--- src/design/xcfp_pkg.sv ---
// Shared types and constants of the XOR-checked frame parser.
package xcfp_pkg;

  // Register indexes of the configuration port.
  localparam logic [2:0] RegFirstHeader  = 3'd0;
  localparam logic [2:0] RegSecondHeader = 3'd1;
  localparam logic [2:0] RegLongest      = 3'd2;
  localparam logic [2:0] RegShortest     = 3'd3;
  localparam logic [2:0] RegLampCode     = 3'd4;

  // Reset values of the configuration registers.
  localparam logic [7:0] FirstHeaderRst  = 8'h55;
  localparam logic [7:0] SecondHeaderRst = 8'hAA;
  localparam logic [7:0] LongestRst      = 8'd11;
  localparam logic [7:0] ShortestRst     = 8'd3;
  localparam logic [7:0] LampCodeRst     = 8'h06;

  // Depth of the byte queue between the front and the back.
  localparam int unsigned QDepth = 2;
  localparam int unsigned QPtrW  = 1;

  // Parser phase.
  typedef enum logic [2:0] {
    PhHunt  = 3'd0,
    PhHead2 = 3'd1,
    PhLen   = 3'd2,
    PhBody  = 3'd3,
    PhCheck = 3'd4
  } phase_e;

  // Configuration register set.
  typedef struct packed {
    logic [7:0] first_header;
    logic [7:0] second_header;
    logic [7:0] longest_payload;
    logic [7:0] shortest_payload;
    logic [7:0] lamp_function_code;
  } cfg_t;

  // One classified byte as it waits in the queue.
  typedef struct packed {
    logic [7:0] rx_byte;
    logic       hit_first;
    logic       hit_second;
    logic       len_ok;
    logic       len_zero;
  } q_item_t;

  // Head of the queue as the back sees it.
  typedef struct packed {
    logic    valid;
    q_item_t item;
  } q_head_t;

endpackage

--- src/design/xcfp_front.sv ---
// Front end: takes input beats, classifies each byte and queues it.
module xcfp_front import xcfp_pkg::*; (
  input  logic       clk_i,
  input  logic       rst_ni,
  input  cfg_t       cfg_i,
  input  logic       in_valid_i,
  output logic       in_ready_o,
  input  logic [7:0] rx_byte_i,
  input  logic       pop_i,
  output q_head_t    head_o
);

  q_item_t            mem_q [QDepth];
  logic [QPtrW-1:0]   wr_ptr_q, wr_ptr_d;
  logic [QPtrW-1:0]   rd_ptr_q, rd_ptr_d;
  logic [QPtrW:0]     count_q, count_d;
  logic               push;
  q_item_t            new_item;

  // Classify the byte against the current configuration.
  always_comb begin
    new_item.rx_byte    = rx_byte_i;
    new_item.hit_first  = (rx_byte_i == cfg_i.first_header);
    new_item.hit_second = (rx_byte_i == cfg_i.second_header);
    new_item.len_ok     = (rx_byte_i >= cfg_i.shortest_payload) &&
                          (rx_byte_i <= cfg_i.longest_payload);
    new_item.len_zero   = (rx_byte_i == 8'd0);
  end

  assign in_ready_o = (count_q != (QPtrW+1)'(QDepth));
  assign push       = in_valid_i && in_ready_o;

  // Queue pointers and fill count.
  always_comb begin
    wr_ptr_d = push  ? wr_ptr_q + 1'b1 : wr_ptr_q;
    rd_ptr_d = pop_i ? rd_ptr_q + 1'b1 : rd_ptr_q;
    count_d  = count_q;
    if (push && !pop_i) begin
      count_d = count_q + 1'b1;
    end else if (!push && pop_i) begin
      count_d = count_q - 1'b1;
    end
  end

  always_ff @(posedge clk_i or negedge rst_ni) begin
    if (!rst_ni) begin
      wr_ptr_q <= '0;
      rd_ptr_q <= '0;
      count_q  <= '0;
    end else begin
      wr_ptr_q <= wr_ptr_d;
      rd_ptr_q <= rd_ptr_d;
      count_q  <= count_d;
    end
  end

  // Queue storage.
  always_ff @(posedge clk_i) begin
    if (push) begin
      mem_q[wr_ptr_q] <= new_item;
    end
  end

  assign head_o.valid = (count_q != '0);
  assign head_o.item  = mem_q[rd_ptr_q];

endmodule

--- src/design/xcfp_back.sv ---
// Back end: frame state machine, XOR check and the result register.
module xcfp_back import xcfp_pkg::*; (
  input  logic       clk_i,
  input  logic       rst_ni,
  input  cfg_t       cfg_i,
  input  q_head_t    head_i,
  output logic       pop_o,
  output logic       out_valid_o,
  input  logic       out_ready_i,
  output logic [7:0] function_code_o,
  output logic [7:0] lamp_number_o,
  output logic       lamp_on_o,
  output logic       is_lamp_command_o,
  output logic [7:0] payload_length_o
);

  phase_e     phase_q, phase_d;
  logic [7:0] frame_len_q, frame_len_d;
  logic [7:0] seen_q, seen_d;
  logic [7:0] xor_q, xor_d;
  logic [7:0] held_func_q, held_func_d;
  logic [7:0] held_lamp_q, held_lamp_d;
  logic       held_nz_q, held_nz_d;
  logic       out_valid_q;
  logic       emit;
  logic [7:0] b;

  // Take a byte whenever the result register is free or draining.
  assign pop_o = head_i.valid && (!out_valid_q || out_ready_i);
  assign b     = head_i.item.rx_byte;

  // Next state of the parser for the popped byte.
  always_comb begin
    phase_d     = phase_q;
    frame_len_d = frame_len_q;
    seen_d      = seen_q;
    xor_d       = xor_q;
    held_func_d = held_func_q;
    held_lamp_d = held_lamp_q;
    held_nz_d   = held_nz_q;
    emit        = 1'b0;
    if (pop_o) begin
      unique case (phase_q)
        PhHunt: begin
          if (head_i.item.hit_first) begin
            xor_d   = b;
            phase_d = PhHead2;
          end
        end
        PhHead2: begin
          if (head_i.item.hit_second) begin
            xor_d   = xor_q ^ b;
            phase_d = PhLen;
          end else begin
            phase_d = PhHunt;
          end
        end
        PhLen: begin
          if (!head_i.item.len_ok) begin
            phase_d = PhHunt;
          end else begin
            frame_len_d = b;
            seen_d      = '0;
            held_func_d = '0;
            held_lamp_d = '0;
            held_nz_d   = 1'b0;
            xor_d       = xor_q ^ b;
            phase_d     = head_i.item.len_zero ? PhCheck : PhBody;
          end
        end
        PhBody: begin
          if (seen_q == 8'd0) begin
            held_func_d = b;
          end else if (seen_q == 8'd1) begin
            held_lamp_d = b;
          end else if (seen_q == 8'd2) begin
            held_nz_d = (b != 8'd0);
          end
          xor_d  = xor_q ^ b;
          seen_d = seen_q + 8'd1;
          if (seen_d >= frame_len_q) begin
            phase_d = PhCheck;
          end
        end
        PhCheck: begin
          phase_d = PhHunt;
          emit    = (b == xor_q);
        end
        default: begin
          phase_d = PhHunt;
        end
      endcase
    end
  end

  always_ff @(posedge clk_i or negedge rst_ni) begin
    if (!rst_ni) begin
      phase_q     <= PhHunt;
      frame_len_q <= '0;
      seen_q      <= '0;
      xor_q       <= '0;
      held_func_q <= '0;
      held_lamp_q <= '0;
      held_nz_q   <= 1'b0;
    end else begin
      phase_q     <= phase_d;
      frame_len_q <= frame_len_d;
      seen_q      <= seen_d;
      xor_q       <= xor_d;
      held_func_q <= held_func_d;
      held_lamp_q <= held_lamp_d;
      held_nz_q   <= held_nz_d;
    end
  end

  // Result register valid flag.
  always_ff @(posedge clk_i or negedge rst_ni) begin
    if (!rst_ni) begin
      out_valid_q <= 1'b0;
    end else if (emit) begin
      out_valid_q <= 1'b1;
    end else if (out_ready_i) begin
      out_valid_q <= 1'b0;
    end
  end

  // Result register payload.
  always_ff @(posedge clk_i) begin
    if (emit) begin
      function_code_o   <= held_func_q;
      lamp_number_o     <= held_lamp_q;
      lamp_on_o         <= held_nz_q;
      is_lamp_command_o <= (held_func_q == cfg_i.lamp_function_code);
      payload_length_o  <= frame_len_q;
    end
  end

  assign out_valid_o = out_valid_q;

endmodule

--- src/design/xor_checked_frame_parser_core.sv ---
// Top level of the XOR-checked frame parser: configuration registers and the two halves.
// Throughput: one byte beat per cycle while the queue has room; the back consumes one
// queued byte each cycle unless a result beat waits unaccepted, which holds the back while the
// queue fills. A result comes from the check byte: it waits in the queue and, as it leaves,
// loads the result register when it matches the running XOR.
// Reset: configuration returns to its default values, the queue empties and the parser hunts.
module xor_checked_frame_parser_core import xcfp_pkg::*; (
  input  logic       clk_i,
  input  logic       rst_ni,
  input  logic       cfg_valid_i,
  output logic       cfg_ready_o,
  input  logic [2:0] cfg_index_i,
  input  logic [7:0] cfg_data_i,
  input  logic       in_valid_i,
  output logic       in_ready_o,
  input  logic [7:0] rx_byte_i,
  output logic       out_valid_o,
  input  logic       out_ready_i,
  output logic [7:0] function_code_o,
  output logic [7:0] lamp_number_o,
  output logic       lamp_on_o,
  output logic       is_lamp_command_o,
  output logic [7:0] payload_length_o
);

  cfg_t    cfg_q;
  q_head_t head;
  logic    pop;

  assign cfg_ready_o = 1'b1;

  // Configuration registers; unknown indexes are ignored.
  always_ff @(posedge clk_i or negedge rst_ni) begin
    if (!rst_ni) begin
      cfg_q.first_header       <= FirstHeaderRst;
      cfg_q.second_header      <= SecondHeaderRst;
      cfg_q.longest_payload    <= LongestRst;
      cfg_q.shortest_payload   <= ShortestRst;
      cfg_q.lamp_function_code <= LampCodeRst;
    end else if (cfg_valid_i) begin
      unique case (cfg_index_i)
        RegFirstHeader:  cfg_q.first_header       <= cfg_data_i;
        RegSecondHeader: cfg_q.second_header      <= cfg_data_i;
        RegLongest:      cfg_q.longest_payload    <= cfg_data_i;
        RegShortest:     cfg_q.shortest_payload   <= cfg_data_i;
        RegLampCode:     cfg_q.lamp_function_code <= cfg_data_i;
        default: ;
      endcase
    end
  end

  xcfp_front u_front (
    .clk_i      (clk_i),
    .rst_ni     (rst_ni),
    .cfg_i      (cfg_q),
    .in_valid_i (in_valid_i),
    .in_ready_o (in_ready_o),
    .rx_byte_i  (rx_byte_i),
    .pop_i      (pop),
    .head_o     (head)
  );

  xcfp_back u_back (
    .clk_i             (clk_i),
    .rst_ni            (rst_ni),
    .cfg_i             (cfg_q),
    .head_i            (head),
    .pop_o             (pop),
    .out_valid_o       (out_valid_o),
    .out_ready_i       (out_ready_i),
    .function_code_o   (function_code_o),
    .lamp_number_o     (lamp_number_o),
    .lamp_on_o         (lamp_on_o),
    .is_lamp_command_o (is_lamp_command_o),
    .payload_length_o  (payload_length_o)
  );

endmodule
--- config.mk ---
export PLATFORM = sky130hd
export DESIGN_NAME = xor_checked_frame_parser_core
export DESIGN_NICKNAME = d
export VERILOG_FILES = /design/src/design/xcfp_pkg.sv /design/src/design/xcfp_front.sv /design/src/design/xcfp_back.sv /design/src/design/xor_checked_frame_parser_core.sv
export SDC_FILE = /design/constraint.sdc
export NUM_CORES = 1
export LEC_CHECK = 0
export BUFFER_PORTS_ARGS = -buffer_cell sky130_fd_sc_hd__buf_2
export CAP_MARGIN = 20
export CELL_PAD_IN_SITES_DETAIL_PLACEMENT = 1
export CELL_PAD_IN_SITES_GLOBAL_PLACEMENT = 1
export CORE_MARGIN = 2
export CORE_UTILIZATION = 40
export CTS_CLUSTER_SIZE = 20
export DETAILED_ROUTE_END_ITERATION = 16
export PLACE_DENSITY_LB_ADDON = 0.1
export SLEW_MARGIN = 20
export SYNTH_ARGS = -nofsm -noshare
export SYNTH_HDL_FRONTEND = slang
export SYNTH_HIERARCHICAL = 1
export SYNTH_SLANG_ARGS = --single-unit
--- constraint.sdc ---
create_clock -name clk_i -period 10.6 [get_ports clk_i]
set_input_delay 0.53 -clock clk_i [delete_from_list [all_inputs] [get_ports clk_i]]
set_output_delay 0.53 -clock clk_i [all_outputs]
set_load 0.1 [all_outputs]
### Word-level counts from Yosys, hierarchy flattened

Memories as Yosys holds them, arrays and structs flattened.
Index checks and enable logic that the tools add are counted.
Widths: inputs -> output; s select.

| operators by class | value |
|---|---|
| $add $sub $neg | 5 |
| magnitude comparators | 3 |
| equality and inequality tests | 24 |
| mux-type cells | 30 |
| bitwise gates (word level) | 1 |
| reductions and logical operators | 31 |

Operators by type and width:

| kind | number |
|---|---|
| $mux 8 | 7 |
| $pmux 8 s2 | 3 |
| $eq 8x8->1 | 4 |
| $pmux 8 s4 | 1 |
| $ge 8x8->1 | 2 |
| $logic_not 8->1 | 2 |
| $eq 3x2->1 const B | 4 |
| $mux 3 | 4 |
| $pmux 3 s4 | 1 |
| $mux 1 | 10 |
| $ne 2x1->1 const B | 5 |
| $ne 2x2->1 const B | 5 |
| $reduce_and 2->1 | 5 |
| $reduce_and 5->1 | 2 |
| $reduce_and 3->1 | 3 |
| $add 8x1->8 const B | 1 |
| $eq 8x1->1 const B | 1 |
| $eq 8x2->1 const B | 1 |
| $le 8x8->1 | 1 |
| $reduce_bool 2->1 | 4 |
| $reduce_bool 8->1 | 1 |
| $xor 8x8->8 | 1 |
| $eq 3x1->1 const B | 2 |
| $eq 3x3->1 const B | 2 |
| 12 further kinds | 22 |

| word-level totals | value |
|---|---|
| register bits | 115 |
| memory bits (writable) | 24 |
| input port bits | 24 |
| output and inout port bits | 29 |
| word-level logic and storage cells | 116 |
| memories | 1 |

Memory list:

| memory | words | bits a word | rd ports | clocked after Yosys merged registers in | write ports | line | source |
|---|---|---|---|---|---|---|---|
| u_front.mem_q | 2 | 12 | 1 | 0 | 1 | xcfp_front.sv:13 | `q_item_t mem_q [QDepth];` |

### Longest topological paths before layout

Gate-level depths: netlist of run 1.

| depth | value |
|---|---|
| depth after elaboration | 6 |
| depth in mapped cells | 10 |
| gate-level depth less buffers | 10 |

### Modules after synthesis

Netlist of run 1, hierarchy kept.

Modules (own cells, without submodules):

| module | times used | cells an instance | area each (um^2) | sequential area each (um^2) |
|---|---|---|---|---|
| xcfp_back | 1 | 265 | 3,368.2 | 1,906.8 |
| xcfp_front | 1 | 137 | 1,647.8 | 820.8 |
| xor_checked_frame_parser_core | 1 | 90 | 1,559.0 | 1,019.7 |

### Least setup slack after synthesis of run 1

Ideal clock, no wire load.

| path | value |
|---|---|
| path kind | flip-flop to flip-flop |
| start | reg u_front.rd_ptr_q |
| end | reg u_back.function_code_o[0], enable pin |
| library setup time | 0.475 ns |
| arrival time | 4.153 ns |
| data required time | 10.125 ns |
| path slack | 5.972 ns |
| cell stages (with the launch flop) | 7 |
| buffers on the path | 1 |
| period minus slack after synthesis | 4.628 ns |
| path through | dfrtp_1 buf_2 mux2_2 xor2_1 nor4_1 nand4_1 nor4_1 |

RTL lines:

| item | line | source |
|---|---|---|
| start: declaration | xcfp_front.sv:15 | `logic [QPtrW-1:0] rd_ptr_q, rd_ptr_d;` |
| start signal: assignment | xcfp_front.sv:52 | `rd_ptr_q <= rd_ptr_d;` |
| end signal: assignment | xcfp_back.sv:130 | `function_code_o <= held_func_q;` |
| end: declaration | xcfp_back.sv:10 | `output logic [7:0] function_code_o,` |

==> summary.md, run 1 <==
| Metric | Value |
|---|---|
| Outcome | `complete, no violations` |
| Port bufs | `51` |
| Nets | `606` |
| # setup viols final | `0` |
| Syn Nets | `545` |
| CTS tree | `yes` |
| WL per Instance | `19.1 microns` |
| Initial antenna violation count | `0` |
| Via count | `4,098` |
| Setup_tns | `0 ns` |
| Commonest non-fill, non-tap cell in the layout | `mux2_2` |
| DRT Pass-1 Iters | `4` |
| Final worst path period share | `26.0%` |
| Largest net degree at the start of global routing | `53` |
| Die Wd | `132 microns` |
| GP Congestion | `0.763` |
| Worst-skew pair later-pin latency | `0.42 ns` |
| Post-DP Area | `7080 sq um` |
| Most frequent cells in the layout | `79 x mux2_2, 74 x dfrtp_1, 50 x buf_2, 50 x edfxtp_1, 32 x xnor2_1` |
| Layout fillers | `1,692` |
| DR DRC count | `0` |
| Register area share after synthesis | `57.0%` |
| N_diodes | `0` |
| First-pass GRT wire length | `24.2 mm` |
| Met1 GRT Util | `24.0%` |
| CP max FO | `26` |
| Number of vias per cell | `5.24` |
| Core area | `16,000 sq um` |
| Detailed Place HPWL | `10.7 mm` |
| Grt met2 use | `29.4%` |
| Detailed router's first-iteration violation count | `191` |
| Max cap viols | `0` |
| Yosys warning count | `6` |
| CTS hold repair buffers | `0` |
| Slew Viols, Final | `0` |
| #FFs+latches synth | `139` |
| Arrival time worst endpoint | `2.84 ns` |
| Dominant synthesized flop cell | `dfrtp_1` |
| All-Layer GR Usage | `17.9%` |
| Vias in the first global route | `4,344` |
| Startpoint class of the critical path | `register` |
| Async S/R FF share, synth | `64.0%` |
| Antenna Violating Nets Remaining | `0` |
| Share of cells above drive strength 1 | `35.2%` |
| Initial Util | `41.1%` |
| I/O Pins | `53` |
| Fin Hold WS | `0.0936 ns` |
| Gr ovfl total | `0` |
| Grt peak-use layer | `met2` |
| Clock power share | `28.6%` |
| Die Ht | `132 microns` |
| Syn Area/Cell | `13.4 sq um` |
| H-tree lvl count | `4` |
| Clk root buf | `clkbuf_16` |
| Fmax | `363 MHz` |
| Least-Margin Pin Slew | `1.03 ns` |
| Flop pwr share | `42.5%` |
| Cell-internal power | `1270 uW` |
| Drt total wl | `15.0 mm` |
| Cells after Synth | `492` |
| Final Skew | `0.0105 ns` |
| Die area | `17,500 sq um` |
| Required @ worst endpoint | `10.68 ns` |
| # rows | `46` |
| Synth Cell Area | `6580 sq um` |
| Setup CP Type | `reg2reg` |
| Final Instance Area | `7630 sq um` |
| Crit path capture type | `register` |
| Power per cell area | `256 nW/um^2` |
| Layout area overhead | `16.1%` |
| Hold Vio Cnt, Final | `0` |
| Inserted Clock Buffers | `17` |
| Net Switching | `686 uW` |
| Leakage | `0.00318 uW` |
| Logic gate share of total power | `28.9%` |
| Post-synth EDFFs | `50` |
| Crit path time final | `2.76 ns` |
| RSZ-0062 raised after global routing | `false` |
| Post_cts resized | `0` |
| # clock sinks | `139` |
| Slew margin rel. | `31.1%` |
| M3 GR Usage | `3.58%` |
| Switching Fraction | `35.2%` |
| # Post-CTS Setup Buffers | `0` |
| VDD IR-drop max | `0.000128 V` |
| Clock Path Buffers | `2` |
| CTS clock-pin slew for the worst setup and hold paths | `0.06 ns` |
| Hold WC Path Type | `in2async` |
| Count of cell types in the netlist | `56` |
## final timing paths
path	from	to	slack, ns	cells past startpoint
min in group clk_i	rx_byte_i[0]	u_front/mem_q[1][4]	0.43	1
max	u_front/rd_ptr_q	u_back/function_code_o[6]	7.84	6
max reg2reg	u_front/rd_ptr_q	u_back/function_code_o[6]	7.84	6
min reg2reg	u_back/held_lamp_q[5]	u_back/lamp_number_o[5]	0.45	0
max in group asynchronous	rst_ni	cfg_q[5]	9.39	2
min	rst_ni	u_back/seen_q[5]	0.09	1
## layer usage
| layer | routed length (microns) | vias to the layer above |
|---|---|---|
| met5 | 0 | - |
| met4 | 185 | 0 |
| met3 | 351 | 12 |
| met2 | 7360 | 66 |
| met1 | 7080 | 2103 |
| li1 | - | 1917 |
## critical path: stages, from the launching register on
cell	delay [ns]
dfrtp_1	0.66
mux2_2	0.47
xor2_1	0.16
nor4_1	0.31
nand4_1	0.18
nor4_2	0.26
buf_4	0.37
## metrics by stage
stage	utilization (%)	cells	setup slack (ns)	power (uW)
floorplan	-	492	5.97	1240
global placement	44.2	750	7.89	1380
detailed placement	44.2	750	7.84	1410
CTS	47.7	782	7.83	1970
global route	47.7	782	7.65	2070
finish	47.7	782	7.84	1950
## synthesized netlist by cell type (2+ instances only)
cell / number / area share (%)
a32o_1: 7 / 1.1
nor2_1: 17 / 0.97
mux2_2: 79 / 14
nand4_1: 7 / 0.67
a21oi_1: 28 / 2.1
dfstp_2: 15 / 6.0
ha_1: 29 / 5.5
nor2b_1: 3 / 0.29
buf_2: 7 / 0.53
or4_1: 3 / 0.34
dfrtp_1: 74 / 28
a211oi_1: 2 / 0.23
inv_1: 28 / 1.6
o21ai_0: 12 / 0.91
o31ai_1: 2 / 0.23
xor2_1: 11 / 1.5
nor4_1: 5 / 0.48
nand2_1: 13 / 0.74
a2111oi_0: 2 / 0.27
nand3_1: 12 / 0.91
edfxtp_1: 50 / 23
xnor2_1: 32 / 4.3
and3_1: 11 / 1.0
buf_4: 2 / 0.23
nand2b_1: 4 / 0.38
nor4bb_1: 3 / 0.46
clkbuf_1: 4 / 0.23
or2_2: 2 / 0.19
## final cells by class
cell class | count | area [sq um] | share of cell area [%]
Sequential cell | 139 | 3750 | 49.1
Multi-Input combinational cell | 310 | 2660 | 34.8
Clock buffer | 17 | 425 | 5.57
Timing Repair Buffer | 56 | 295 | 3.87
Tap cell | 216 | 270 | 3.54
Clock inverter | 15 | 129 | 1.69
Inverter | 29 | 109 | 1.43
## flip-flops by register name (all words and copies together), names as in the netlist
| register | flops |
|---|---|
| u_back/lamp_number_o | 8 |
| u_back/out_valid_o | 1 |
| u_back/held_func_q | 8 |
| u_back/lamp_on_o | 1 |
| u_back/held_nz_q | 1 |
| u_back/phase_q | 3 |
| u_front/mem_q | 24 |
| u_front/rd_ptr_q | 1 |
| u_back/held_lamp_q | 8 |
| u_back/payload_length_o | 8 |
| u_back/seen_q | 8 |
| u_back/frame_len_q | 8 |
| cfg_q | 40 |
| u_back/is_lamp_command_o | 1 |
| u_back/function_code_o | 8 |
| u_front/count_q | 2 |
| u_back/xor_q | 8 |
| u_front/wr_ptr_q | 1 |
## cell families after synthesis
| kind of cell | synth area share [%] |
|---|---|
| AOI/OAI and AO/OA | 6.66 |
| xor gates and xnor gates | 5.73 |
| adders and majority gates | 5.52 |
| buffers and inverters | 2.72 |
| DFF | 57.0 |
| muxes | 13.5 |
| other | 0.0570 |
| and+or+nand+nor | 8.79 |
## power by group through the flow
| stage | Clock [uW] | Sequential [uW] | Combinational [uW] |
|---|---|---|---|
| floorplan | 0 | 784 | 455 |
| global placement | 0 | 832 | 545 |
| CTS | 571 | 829 | 572 |
| global route | 595 | 849 | 628 |
| finish | 558 | 829 | 565 |
| detailed placement | 0 | 839 | 568 |
No activity file was read; power rests on OpenSTA's default activity.
==> run 2, diff against run 1 <==
- clock period: 10.6 -> 2.5 ns (I/O delays scaled with it)
==> run 2 against run 1 <==
Net effect: the flow now finishes with violations (setup timing); power increased to 4.5 times the previous value; register-to-register slack got worse by 7.9 ns; die area unchanged; clock skew about the same; non-clock buffer count increased by 28; cell area increased by 5.7%; via count increased by 2.2%; count of clock-buffer cells in the layout unchanged; first-iteration DRC count increased by 33%; final cell count increased by 3.6%; critical path depth increased by 4; critical path type unchanged; largest cell class unchanged.
==> summary.md, run 2 (synthesized netlist as in run 1, its figures left out) <==
| Metric | Value |
|---|---|
| Outcome | `complete, but fails checks` |
| Failing checks | `setup timing` |
| Max cap viols | `0 (unchanged)` |
| Final Skew | `0.0108 ns (+0.000256 ns)` |
| CTS tree | `yes` |
| Core area | `16,000 sq um (unchanged)` |
| # clock sinks | `139 (unchanged)` |
| Largest net degree at the start of global routing | `36 (-32%)` |
| Clk root buf | `clkbuf_16` |
| # setup viols final | `3 (+3)` |
| Largest regs | `cfg_q (40), u_front/mem_q (24)` |
| Detailed Place HPWL | `10.9 mm (+1.8%)` |
| Pre-CTS WS | `-0.0959 ns (-7.93 ns)` |
| Drt total wl | `15.3 mm (+2.3%)` |
| Crit path capture type | `register` |
| Gr ovfl total | `0 (unchanged)` |
| # rows | `46 (unchanged)` |
| Vias in the first global route | `4,649 (+7.0%)` |
| Required @ worst endpoint | `2.80 ns (-7.88 ns)` |
| N_diodes | `0 (unchanged)` |
| Detailed router's first-iteration violation count | `254 (+33%)` |
| H-tree lvl count | `4 (unchanged)` |
| CP max stage cell | `or4_4` |
| Least-Margin Pin Slew | `0.913 ns (-0.116 ns)` |
| Hold WC Path Type | `in2reg` |
| All-Layer GR Usage | `18.8% (+0.93 points)` |
| Leakage | `0.00338 uW (+6.2%)` |
| Setup CP Type | `reg2reg` |
| Setup ws final | `-0.100 ns (-7.94 ns)` |
| Fmax | `385 MHz (+6.1%)` |
| Placed cells | `772 (+2.9%)` |
| WL per Instance | `18.9 microns (-1.2%)` |
| Final Instance Area | `8070 sq um (+5.7%)` |
| Slew margin rel. | `39.1% (+8.0 points)` |
| Final Power | `8780 uW (+350%)` |
| Power per cell area | `1090 nW/um^2 (+330%)` |
| Share of cells above drive strength 1 | `40.9% (+5.8 points)` |
| Final worst path period share | `104% (+78 points)` |
| Nets | `634 (+4.6%)` |
| Clock Path Buffers | `2 (unchanged)` |
| Port bufs | `51 (unchanged)` |
| Hold Vio Cnt, Final | `0 (unchanged)` |
| I/O Pins | `53 (unchanged)` |
| Worst-skew pair later-pin latency | `0.42 ns (about the same)` |
| GP Congestion | `0.778 (+2.0%)` |
| Largest Register | `cfg_q` |
| Finished Layout Cells | `810 (+3.6%)` |
| DR DRC count | `0 (unchanged)` |
| First-pass GRT wire length | `25.2 mm (+4.1%)` |
| Die area | `17,500 sq um (unchanged)` |
| Layout area overhead | `22.7%` |
| Commonest non-fill, non-tap cell in the layout | `mux2_2` |
| Slowest cell delay on critical path | `0.45 ns (-0.21 ns)` |
| Initial antenna violation count | `0 (unchanged)` |
| Initial Util | `41.1% (unchanged)` |
| Arrival time worst endpoint | `2.90 ns (+0.06 ns)` |
| CP Cell Sequence | `and3_4 -> nand3_4 -> nor2_4 -> xor2_2 -> ha_1 -> and3_4 -> o2111ai_2 -> or4_4 -> o31ai_4 -> mux2_4` |
| Top cell by count, worst path | `and3_4` |
| Die Wd | `132 microns (unchanged)` |
| Crit path time final | `2.60 ns (-0.158 ns)` |
| VDD IR-drop max | `0.000559 V (+340%)` |
| CTS clock-pin slew for the worst setup and hold paths | `0.06 ns (about the same)` |
| CP max FO | `3 (-88%)` |
| Startpoint class of the critical path | `register` |
| Most frequent cells in the layout | `74 x mux2_2, 73 x dfrtp_1, 50 x buf_2, 50 x edfxtp_1, 32 x xnor2_1` |
| Via count | `4,187 (+2.2%)` |
| Antenna Violating Nets Remaining | `0 (unchanged)` |
| DRT Pass-1 Iters | `4 (unchanged)` |
| Post-DP Area | `7290 sq um (+3.0%)` |
| Die Ht | `132 microns (unchanged)` |
| Util after Layout | `50.4% (+2.7 points)` |
| Slew Viols, Final | `0 (unchanged)` |
| RSZ-0062 raised after global routing | `true` |
| Max FFs per register | `40 (unchanged)` |
| Inserted Clock Buffers | `17 (unchanged)` |
| Number of vias per cell | `5.17 (-1.4%)` |
==> run 2: where the power goes <==
group / switching, uW / internal (uW) / total (uW) / leakage [uW]
Combinational: 1520 / 1290 / 2810 / 0.00154
Clock: 1100 / 1430 / 2530 / 0.000291
Sequential: 431 / 3010 / 3440 / 0.00155
==> run 2: area by class of cell <==
cell class	count	area, sq um
Fill cell	1650	7930
Clock buffer	17	425
Inverter	29	109
Timing Repair Buffer	84	536
Tap cell	216	270
Clock inverter	15	171
Sequential cell	139	3750
Multi-Input combinational cell	310	2810
==> run 2: layer usage <==
layer	up-vias	GRT usage, %	part of all wire (%)
met5	-	0	0
met4	0	7.23	2.0
met3	26	3.54	2.5
met2	77	33.1	52
met1	2118	23.0	43
li1	1966	-	-
==> run 2: per-stage QoR <==
step                      setup TNS [ns]  hold slack [ns]
after floorplan                    -6.58           -0.171
after global placement                 0            0.120
after detailed placement          -0.283            0.125
after CTS                        -0.0803          0.00313
after global routing              -0.584           0.0154
final                             -0.297           0.0224
==> run 2: path summary, 6_finish.rpt <==
path	cells past startpoint	slack (ns)	startpoint	endpoint
max in group asynchronous	3	1.57	rst_ni	u_back/seen_q[2]
min	1	0.02	rx_byte_i[3]	u_front/mem_q[1][7]
max	10	-0.10	u_back/seen_q[0]	u_back/phase_q[1]
max reg2reg	10	-0.10	u_back/seen_q[0]	u_back/phase_q[1]
min in group asynchronous	2	0.22	rst_ni	u_back/seen_q[3]
min reg2reg	0	0.45	u_back/held_lamp_q[2]	u_back/lamp_number_o[2]
==> run 2: worst max-delay path, delay by kind of cell (launching register included) <==
kind            cells  cell delay, ns
xor+xnor            1            0.09
mux                 1            0.33
fa+ha+maj           1            0.31
flops               1            0.40
compound gates      2            0.23
simple gates        5            1.11
==> run 2: what timing repair did <==
action,4_1_cts,5_1_grt
hold buffers,2,0
setup endpoints to repair,3,11
cloned,0,0
resized for setup,17,7
setup buffers,3,1
hold endpoints to repair,32,0
pin swaps,8,4
